`src/button_debounce_note_events_unit_assert.svh`:
```
// Assertion macros shared by the debounce block.
`ifndef BUTTON_DEBOUNCE_NOTE_EVENTS_UNIT_ASSERT_SVH
`define BUTTON_DEBOUNCE_NOTE_EVENTS_UNIT_ASSERT_SVH

// Same-cycle implication, ignored while reset is held.
`define BDNE_ASSERT_IMPL(label, ante, cons) \
    label: assert property (@(posedge i_clk) disable iff (!i_rst_n) (ante) |-> (cons)) \
        else $error("bdne: implication check failed");

// Next-cycle implication, checked through reset as well.
`define BDNE_ASSERT_NEXT(label, ante, cons) \
    label: assert property (@(posedge i_clk) (ante) |=> (cons)) \
        else $error("bdne: next-cycle check failed");

`endif

```
`src/bdne_pkg.sv`:
```
`timescale 1ns / 1ps
`default_nettype none

package bdne_pkg;

    // Configuration register indexes
    typedef enum logic [1:0] {
        CFG_DEBOUNCE_LIMIT = 2'd0,
        CFG_NOTE_CHANNEL   = 2'd1,
        CFG_BASE_NOTE      = 2'd2
    } t_cfg_idx;

    localparam logic [7:0] LIMIT_RST   = 8'd3;
    localparam logic [3:0] CHANNEL_RST = 4'd0;
    localparam logic [6:0] BASE_RST    = 7'd64;

    localparam logic [6:0] VEL_ON  = 7'd127;
    localparam logic [6:0] VEL_OFF = 7'd0;

    typedef struct packed {
        logic [7:0] debounce_limit;
        logic [3:0] note_channel;
        logic [6:0] base_note;
    } t_cfg;

    // One raw sample request
    typedef struct packed {
        logic [3:0] button_index;
        logic       raw_pressed;
    } t_req;

    // One note event
    typedef struct packed {
        logic       note_on;
        logic [3:0] channel;
        logic [6:0] note_number;
        logic [6:0] velocity;
        logic [3:0] which_button;
    } t_evt;

endpackage

`default_nettype wire

```
`src/bdne_req_if.sv`:
```
`timescale 1ns / 1ps
`default_nettype none

interface bdne_req_if;
    logic               valid;
    logic               ready;
    bdne_pkg::t_req     data;

    modport source (output valid, output data, input ready);
    modport sink   (input valid, input data, output ready);
endinterface

`default_nettype wire

```
`src/bdne_evt_if.sv`:
```
`timescale 1ns / 1ps
`default_nettype none

interface bdne_evt_if;
    logic               valid;
    logic               ready;
    bdne_pkg::t_evt     data;

    modport source (output valid, output data, input ready);
    modport sink   (input valid, input data, output ready);
endinterface

`default_nettype wire

```
`src/bdne_cfg_regs.sv`:
```
`timescale 1ns / 1ps
`default_nettype none

module bdne_cfg_regs (
    input  wire logic           i_clk,
    input  wire logic           i_rst_n,
    input  wire logic           i_cfg_we,
    input  wire logic [1:0]     i_cfg_idx,
    input  wire logic [7:0]     i_cfg_wdata,
    output bdne_pkg::t_cfg      o_cfg
);

    bdne_pkg::t_cfg r_cfg;

    // Register writes; unknown indexes are dropped
    always_ff @(posedge i_clk) begin
        if (!i_rst_n) begin
            r_cfg.debounce_limit <= bdne_pkg::LIMIT_RST;
            r_cfg.note_channel   <= bdne_pkg::CHANNEL_RST;
            r_cfg.base_note      <= bdne_pkg::BASE_RST;
        end else if (i_cfg_we) begin
            case (bdne_pkg::t_cfg_idx'(i_cfg_idx))
                bdne_pkg::CFG_DEBOUNCE_LIMIT: r_cfg.debounce_limit <= i_cfg_wdata;
                bdne_pkg::CFG_NOTE_CHANNEL:   r_cfg.note_channel   <= i_cfg_wdata[3:0];
                bdne_pkg::CFG_BASE_NOTE:      r_cfg.base_note      <= i_cfg_wdata[6:0];
                default: ;
            endcase
        end
    end

    assign o_cfg = r_cfg;

endmodule

`default_nettype wire

```
`src/bdne_core.sv`:
```
`timescale 1ns / 1ps
`default_nettype none

module bdne_core #(
    parameter int NUM_BUTTONS = 16
) (
    input  wire logic           i_clk,
    input  wire logic           i_rst_n,
    input  wire logic           i_step,
    input  wire bdne_pkg::t_req i_req,
    input  wire bdne_pkg::t_cfg i_cfg,
    output logic                o_hit,
    output bdne_pkg::t_evt      o_evt
);

    // Only the first sixteen buttons are reachable by a 4-bit index
    localparam int DEPTH = (NUM_BUTTONS < 16) ? NUM_BUTTONS : 16;
    localparam int IW    = (DEPTH > 1) ? $clog2(DEPTH) : 1;
    localparam logic [8:0] NB = 9'(NUM_BUTTONS);

    logic [7:0]    r_integ [DEPTH];
    logic [DEPTH-1:0] r_state;

    logic [IW-1:0] addr;
    logic          in_range;
    logic [7:0]    cnt;
    logic [7:0]    n_cnt;
    logic          at_limit;
    logic          at_zero;
    logic          target;
    logic          emit;

    assign in_range = ({5'd0, i_req.button_index} < NB);
    assign addr     = i_req.button_index[IW-1:0];

    // Saturating integrator update and state compare
    always_comb begin
        cnt   = in_range ? r_integ[addr] : 8'd0;
        n_cnt = cnt;
        if (i_req.raw_pressed) begin
            if (cnt < i_cfg.debounce_limit) n_cnt = cnt + 8'd1;
        end else begin
            if (cnt != 8'd0) n_cnt = cnt - 8'd1;
        end
        at_limit = (n_cnt == i_cfg.debounce_limit);
        at_zero  = (n_cnt == 8'd0);
        target   = at_limit;
        emit     = in_range && (at_limit || at_zero) && (r_state[addr] != target);
    end

    // Per-button stores
    always_ff @(posedge i_clk) begin
        if (!i_rst_n) begin
            for (int k = 0; k < DEPTH; k++) r_integ[k] <= 8'd0;
            r_state <= '0;
        end else if (i_step && in_range) begin
            r_integ[addr] <= n_cnt;
            if (emit) r_state[addr] <= target;
        end
    end

    // Event fields
    always_comb begin
        o_hit              = emit;
        o_evt.note_on      = target;
        o_evt.channel      = i_cfg.note_channel;
        o_evt.note_number  = 7'(i_cfg.base_note + {3'd0, i_req.button_index});
        o_evt.velocity     = target ? bdne_pkg::VEL_ON : bdne_pkg::VEL_OFF;
        o_evt.which_button = i_req.button_index;
    end

endmodule

`default_nettype wire

```
`src/button_debounce_note_events_unit.sv`:
```
// Button debounce with note events.
// i_req carries one raw sample request per transfer: a button index and its
// pressed bit. o_evt carries note events: note on (velocity 127) when a
// button's integrator reaches the debounce limit, note off (velocity 0) when
// it falls back to zero, on the configured channel at base note + index.
// A sample gives zero or one event; samples for indexes at or beyond
// NUM_BUTTONS are dropped without effect.
// Configuration goes through i_cfg_we / i_cfg_idx / i_cfg_wdata; the user must write
// it only while the block is idle, as the block itself does not enforce this.
// An event passes through the input register and then the result register before
// it is presented on o_evt. Throughput: one sample per cycle while no held event
// is stalled on o_evt; the per-button counter read-modify-write is done as each sample steps.
// Reset (synchronous, active low) clears all integrators and debounced
// states to released and restores limit 3, channel 0, base note 64.
// When o_evt stalls with an event pending, the pipeline holds and i_req
// drops ready once the input register is also full.
`timescale 1ns / 1ps
`default_nettype none

`include "button_debounce_note_events_unit_assert.svh"

module button_debounce_note_events_unit #(
    parameter int NUM_BUTTONS = 16
) (
    input  wire logic           i_clk,
    input  wire logic           i_rst_n,
    bdne_req_if.sink            i_req,
    bdne_evt_if.source          o_evt,
    input  wire logic           i_cfg_we,
    input  wire logic [1:0]     i_cfg_idx,
    input  wire logic [7:0]     i_cfg_wdata
);

    bdne_pkg::t_cfg cfg;
    logic           r_in_valid;
    bdne_pkg::t_req r_in;
    logic           r_out_valid;
    bdne_pkg::t_evt r_out;
    logic           advance;
    logic           step;
    logic           hit;
    bdne_pkg::t_evt evt;
    logic [6:0]     vel_want;

    bdne_cfg_regs u_cfg (
        .i_clk       (i_clk),
        .i_rst_n     (i_rst_n),
        .i_cfg_we    (i_cfg_we),
        .i_cfg_idx   (i_cfg_idx),
        .i_cfg_wdata (i_cfg_wdata),
        .o_cfg       (cfg)
    );

    bdne_core #(.NUM_BUTTONS(NUM_BUTTONS)) u_core (
        .i_clk   (i_clk),
        .i_rst_n (i_rst_n),
        .i_step  (step),
        .i_req   (r_in),
        .i_cfg   (cfg),
        .o_hit   (hit),
        .o_evt   (evt)
    );

    // Pipeline moves when the result register is free or being drained
    assign advance     = !r_out_valid || o_evt.ready;
    assign step        = r_in_valid && advance;
    assign i_req.ready = !r_in_valid || advance;

    // Input register
    always_ff @(posedge i_clk) begin
        if (!i_rst_n) begin
            r_in_valid <= 1'b0;
        end else if (i_req.ready) begin
            r_in_valid <= i_req.valid;
        end
    end

    always_ff @(posedge i_clk) begin
        if (i_req.valid && i_req.ready) r_in <= i_req.data;
    end

    // Result register
    always_ff @(posedge i_clk) begin
        if (!i_rst_n) begin
            r_out_valid <= 1'b0;
        end else if (advance) begin
            r_out_valid <= step && hit;
        end
    end

    always_ff @(posedge i_clk) begin
        if (step && hit) r_out <= evt;
    end

    assign o_evt.valid = r_out_valid;
    assign o_evt.data  = r_out;

    // Velocity that the held event must carry
    assign vel_want = r_out.note_on ? bdne_pkg::VEL_ON : bdne_pkg::VEL_OFF;

    // Checks
    `BDNE_ASSERT_IMPL(a_stall_cause, !i_req.ready, r_in_valid && r_out_valid && !o_evt.ready)
    `BDNE_ASSERT_IMPL(a_vel_match, r_out_valid, r_out.velocity == vel_want)
    `BDNE_ASSERT_NEXT(a_rst_empty, !i_rst_n, !r_in_valid && !r_out_valid)

endmodule

`default_nettype wire
```
`src/flat_wrapper.sv`:
```
// flat-port wrapper written by rule: the top's interface ports become plain ports
module button_debounce_note_events_unit_flat 
#(
    parameter int NUM_BUTTONS = 16
)
  (i_clk, i_rst_n, i_cfg_we, i_cfg_idx, i_cfg_wdata, i_req_valid, i_req_data, i_req_ready, o_evt_valid, o_evt_data, o_evt_ready);
  bdne_req_if i_req_i ();
  bdne_evt_if o_evt_i ();
  input  wire logic i_clk;
  input  wire logic i_rst_n;
  input  wire logic i_cfg_we;
  input  wire logic [1:0] i_cfg_idx;
  input  wire logic [7:0] i_cfg_wdata;
  input wire logic [$bits(i_req_i.valid)-1:0] i_req_valid;
  input wire logic [$bits(i_req_i.data)-1:0] i_req_data;
  output wire logic [$bits(i_req_i.ready)-1:0] i_req_ready;
  output wire logic [$bits(o_evt_i.valid)-1:0] o_evt_valid;
  output wire logic [$bits(o_evt_i.data)-1:0] o_evt_data;
  input wire logic [$bits(o_evt_i.ready)-1:0] o_evt_ready;
  assign i_req_i.valid = i_req_valid;
  assign i_req_i.data = i_req_data;
  assign i_req_ready = i_req_i.ready;
  assign o_evt_valid = o_evt_i.valid;
  assign o_evt_data = o_evt_i.data;
  assign o_evt_i.ready = o_evt_ready;
  button_debounce_note_events_unit #(.NUM_BUTTONS(NUM_BUTTONS)) u_core (.i_clk(i_clk), .i_rst_n(i_rst_n), .i_req(i_req_i), .o_evt(o_evt_i), .i_cfg_we(i_cfg_we), .i_cfg_idx(i_cfg_idx), .i_cfg_wdata(i_cfg_wdata));
endmodule
```
`config.mk`:
```
export PLATFORM = sky130hd
export DESIGN_NAME = button_debounce_note_events_unit_flat
export DESIGN_NICKNAME = d
export VERILOG_FILES = /design/src/bdne_pkg.sv /design/src/bdne_req_if.sv /design/src/bdne_evt_if.sv /design/src/bdne_cfg_regs.sv /design/src/bdne_core.sv /design/src/button_debounce_note_events_unit.sv /design/src/flat_wrapper.sv
export VERILOG_INCLUDE_DIRS = /design/src /design/src/src
export SDC_FILE = /design/constraint.sdc
export NUM_CORES = 1
export LEC_CHECK = 0
export ABC_AREA = 1
export BUFFER_PORTS_ARGS = -buffer_cell sky130_fd_sc_hd__buf_2
export CORE_MARGIN = 1.5
export CORE_UTILIZATION = 40
export DETAILED_ROUTE_END_ITERATION = 6
export PLACE_DENSITY_LB_ADDON = 0.2
export REMOVE_ABC_BUFFERS = 1
export SLEW_MARGIN = 20
export SYNTH_ARGS = -nofsm -noshare
export SYNTH_HDL_FRONTEND = slang
export SYNTH_SLANG_ARGS = --single-unit
export TNS_END_PERCENT = 10
```
`constraint.sdc`:
```
create_clock -name i_clk -period 5.9 [get_ports i_clk]
set_clock_uncertainty 0.15 [all_clocks]
set_input_delay 0.59 -clock i_clk [delete_from_list [all_inputs] [get_ports i_clk]]
set_output_delay 0.59 -clock i_clk [all_outputs]
set_load 0.01 [all_outputs]
```
==> impl_metrics.yaml <==
yosys:
  netlist_area_um2: 9650
  ys_types: 40
  netlist_instances: 1108
  synth_seq_cells: 190
  ys_seq_area_frac: 0.549
  synth_area_per_cell_um2: 8.71
  yosysWarningCount: 0
timing:
  timing.fmax_ghz: 0.184
  setup_violations: 0
  drv_slew: 0
  fin_tns_setup_ns: 0
  maxSlewHeadroom: 0.388
  rsz0062_at_grt: "no"
  min_period_ns: 5.42
  tightest_slew_ns: 0.915
  final_hold_viol_count: 0
  finalCritPeriodShare: 0.919
grt:
  grt_overflow: 0
  antenna_found_initial: 0
  track_usage: 0.204
  grt_pass1_vias: 6740
  grt_pass1_wl_um: 38200
  grt_start_max_net_pins: 73
layout:
  multiInputGateArea_um2: 3650
  drive_gt1_frac: 0.131
  finalNetCount: 1162
  fill_cells: 2341
  seqCellArea_um2: 5300
  diodes: 0
  final_cell_mix: "nor2_1, nand2_1, edfxtp_1"
  syn2layout_area_growth_pct: 9.78
  layout_commonest_cell: "nor2_1"
routing:
  routed_via_density: 5.04
  remaining_drc_errors: 0
  route.vias.total: 7362
  wire_per_inst_um: 16.7
  drt_pre_antenna_iters: 6
  antenna_left: 0
  dr.first_iter.drc_count: 665
  wl_um: 24400
placement:
  gp_congestion: 0.866
  dpl.hpwl_um: 16500
  io_buffers: 44
die:
  die-width_um: 158
  coreArea_um2: 23500
  die_area_um2: 25100
  start_util: 0.410
  row_count: 56
  pin_count: 45
  die_y_um: 158
power:
  max-vdd-ir-drop_mv: 0.199
  p_per_area_nw_per_um2: 305
  power_uw: 3230
  leakagePower_uw: 0.00444
critical_path:
  start_kind: "flop"
  r2r_slack_ns: 0.48
  required_ns: 5.82
  critPathMaxFanout: 33
  end_kind: "flop"
  worstSetupPathType: "flop to flop"
  critPathArrivalTime_ns: 5.34
cts:
  cts_htree_levels: 4
  cts-root-buf: "clkbuf_16"
  cts_setup_buffers: 0
  postCtsHoldBufs: 0
  cts_buffer_depth: 2
  cts_tree: "done"
  cts_buffers: 17
  worstSkewPairLatency_ns: 0.43
  cts.sinks: 190
  clkTransAtPathRegs_ns: 0.07
hold_path:
  hold_start: "i_req_data[0]"
  hp-class: "primary input to flop"
status:
  outcome: "completed"
job:
  cap_violations: 0
## per-stage QoR
step	utilization	setup WS [ns]	hold WS [ns]	cell area [um^2]	std cells
2_1_floorplan	-	0.0971	0.253	9320	1056
3_3_place_gp	0.425	0.706	0.259	10000	1428
3_5_place_dp	0.425	0.470	0.263	10000	1428
4_1_cts	0.450	0.458	0.179	10600	1460
5_1_grt	0.450	0.0306	0.173	10600	1460
6_report	0.450	0.479	0.200	10600	1460
## report_power, final
| group | total, uW | switching (uW) | internal, uW |
|---|---|---|---|
| Combinational | 590 | 440 | 150 |
| Sequential | 1510 | 25.5 | 1490 |
| Clock | 1130 | 562 | 563 |
| Total | 3230 | 1030 | 2200 |
## area by class of cell
cell class | count | share of cell area
Multi-Input combinational cell | 767 | 0.345
Tap cell | 319 | 0.0377
Inverter | 99 | 0.0351
Sequential cell | 190 | 0.500
Clock inverter | 15 | 0.0143
Timing Repair Buffer | 53 | 0.0275
Clock buffer | 17 | 0.0402
## registers in the layout, summed over array words and instances (netlist names), named ones only
| signal | flops |
|---|---|
| u_core.u_core.r_integ | 128 |
| u_core.u_cfg.o_cfg | 19 |
| u_core.o_evt.data | 16 |
| u_core.u_core.r_state | 16 |
| u_core.r_in | 5 |
| u_core.o_evt.valid | 1 |
| u_core.r_in_valid | 1 |
## synthesized netlist by cell type
cell	instances	area [um^2]
a31oi_1	1	6.26
nand4_2	9	113
dfxtp_1	41	821
nand3_4	1	17.5
o21ai_1	14	70.1
fa_1	1	20.0
o21bai_1	2	15.0
ha_1	13	163
nand3_2	4	40.0
xnor2_1	3	26.3
inv_2	12	45.0
buf_2	16	80.1
a21o_1	1	7.51
clkinv_1	3	11.3
edfxtp_1	149	4470
nor2_2	14	87.6
buf_6	7	78.8
nand2_1	242	908
o221ai_1	4	35.0
nor2_1	244	916
o21ai_2	2	17.5
nand4_1	8	50.1
o211ai_2	1	12.5
clkbuf_1	15	56.3
nor3_1	5	25.0
o211ai_1	12	90.1
nand2_2	12	75.1
a21boi_1	1	7.51
o21ai_0	43	215
xor2_1	4	35.0
or2_1	1	6.26
buf_4	11	82.6
nand2_4	6	67.6
buf_1	2	7.51
o22ai_1	10	62.6
a21oi_1	22	110
inv_1	84	315
buf_12	1	20.0
nor2_4	3	33.8
nand3_1	84	420
## repair_timing
action / CTS / global route
resized for setup: 0 / 1
hold endpoints to repair: 0 / 0
setup endpoints to repair: 0 / 16
## critical path: stages (launching register included)
cell and delay [ns]:
dfxtp_2 0.33, inv_2 0.45, buf_4 0.31, nor2_1 0.05, nor2_1 0.08, o21ai_0 0.08
nand3_1 0.11, nand3_1 0.10, nand2_2 0.16, ha_1 0.27, a21o_1 0.17, a21boi_1 0.40
nand2_1 0.14, nor3_1 0.28, nand2_1 0.09, nand2_1 0.07, nand3_1 0.12, nand2_2 0.37
nand2_1 0.09, nand2_1 0.09, nand2_2 0.07, nor2_4 0.15, nand2_2 0.09, nand2_4 0.20
nand3_1 0.15, inv_1 0.48
## cells by family (layout without fill, tap and decap cells)
logic type,count (synthesis),after routing,synth area share
AO/OA/AOI/OAI,113,113,0.0673
buffers and inverters,151,184,0.0723
adder cells (fa/ha/maj),14,14,0.0189
AND/OR/NAND/NOR,633,633,0.286
flip-flops,190,190,0.549
XOR/XNOR,7,7,0.00636
## per-layer routing
layer  vias up  track usage  share of wire
met5         -            0              0
met4         0       0.0387         0.0064
met3        12       0.0305          0.049
met2       190        0.327           0.46
met1      3474        0.295           0.48
li1       3686            -              -
## final timing paths
| kind | end | depth (start not counted) |
|---|---|---|
| min | u_core.r_in[0] | 1 |
| min reg2reg | u_core.o_evt.data[19] | 0 |
| max | u_core.o_evt.data[1] | 25 |
| max reg2reg | u_core.o_evt.data[1] | 25 |
Power figures use the tool's default switching activity.
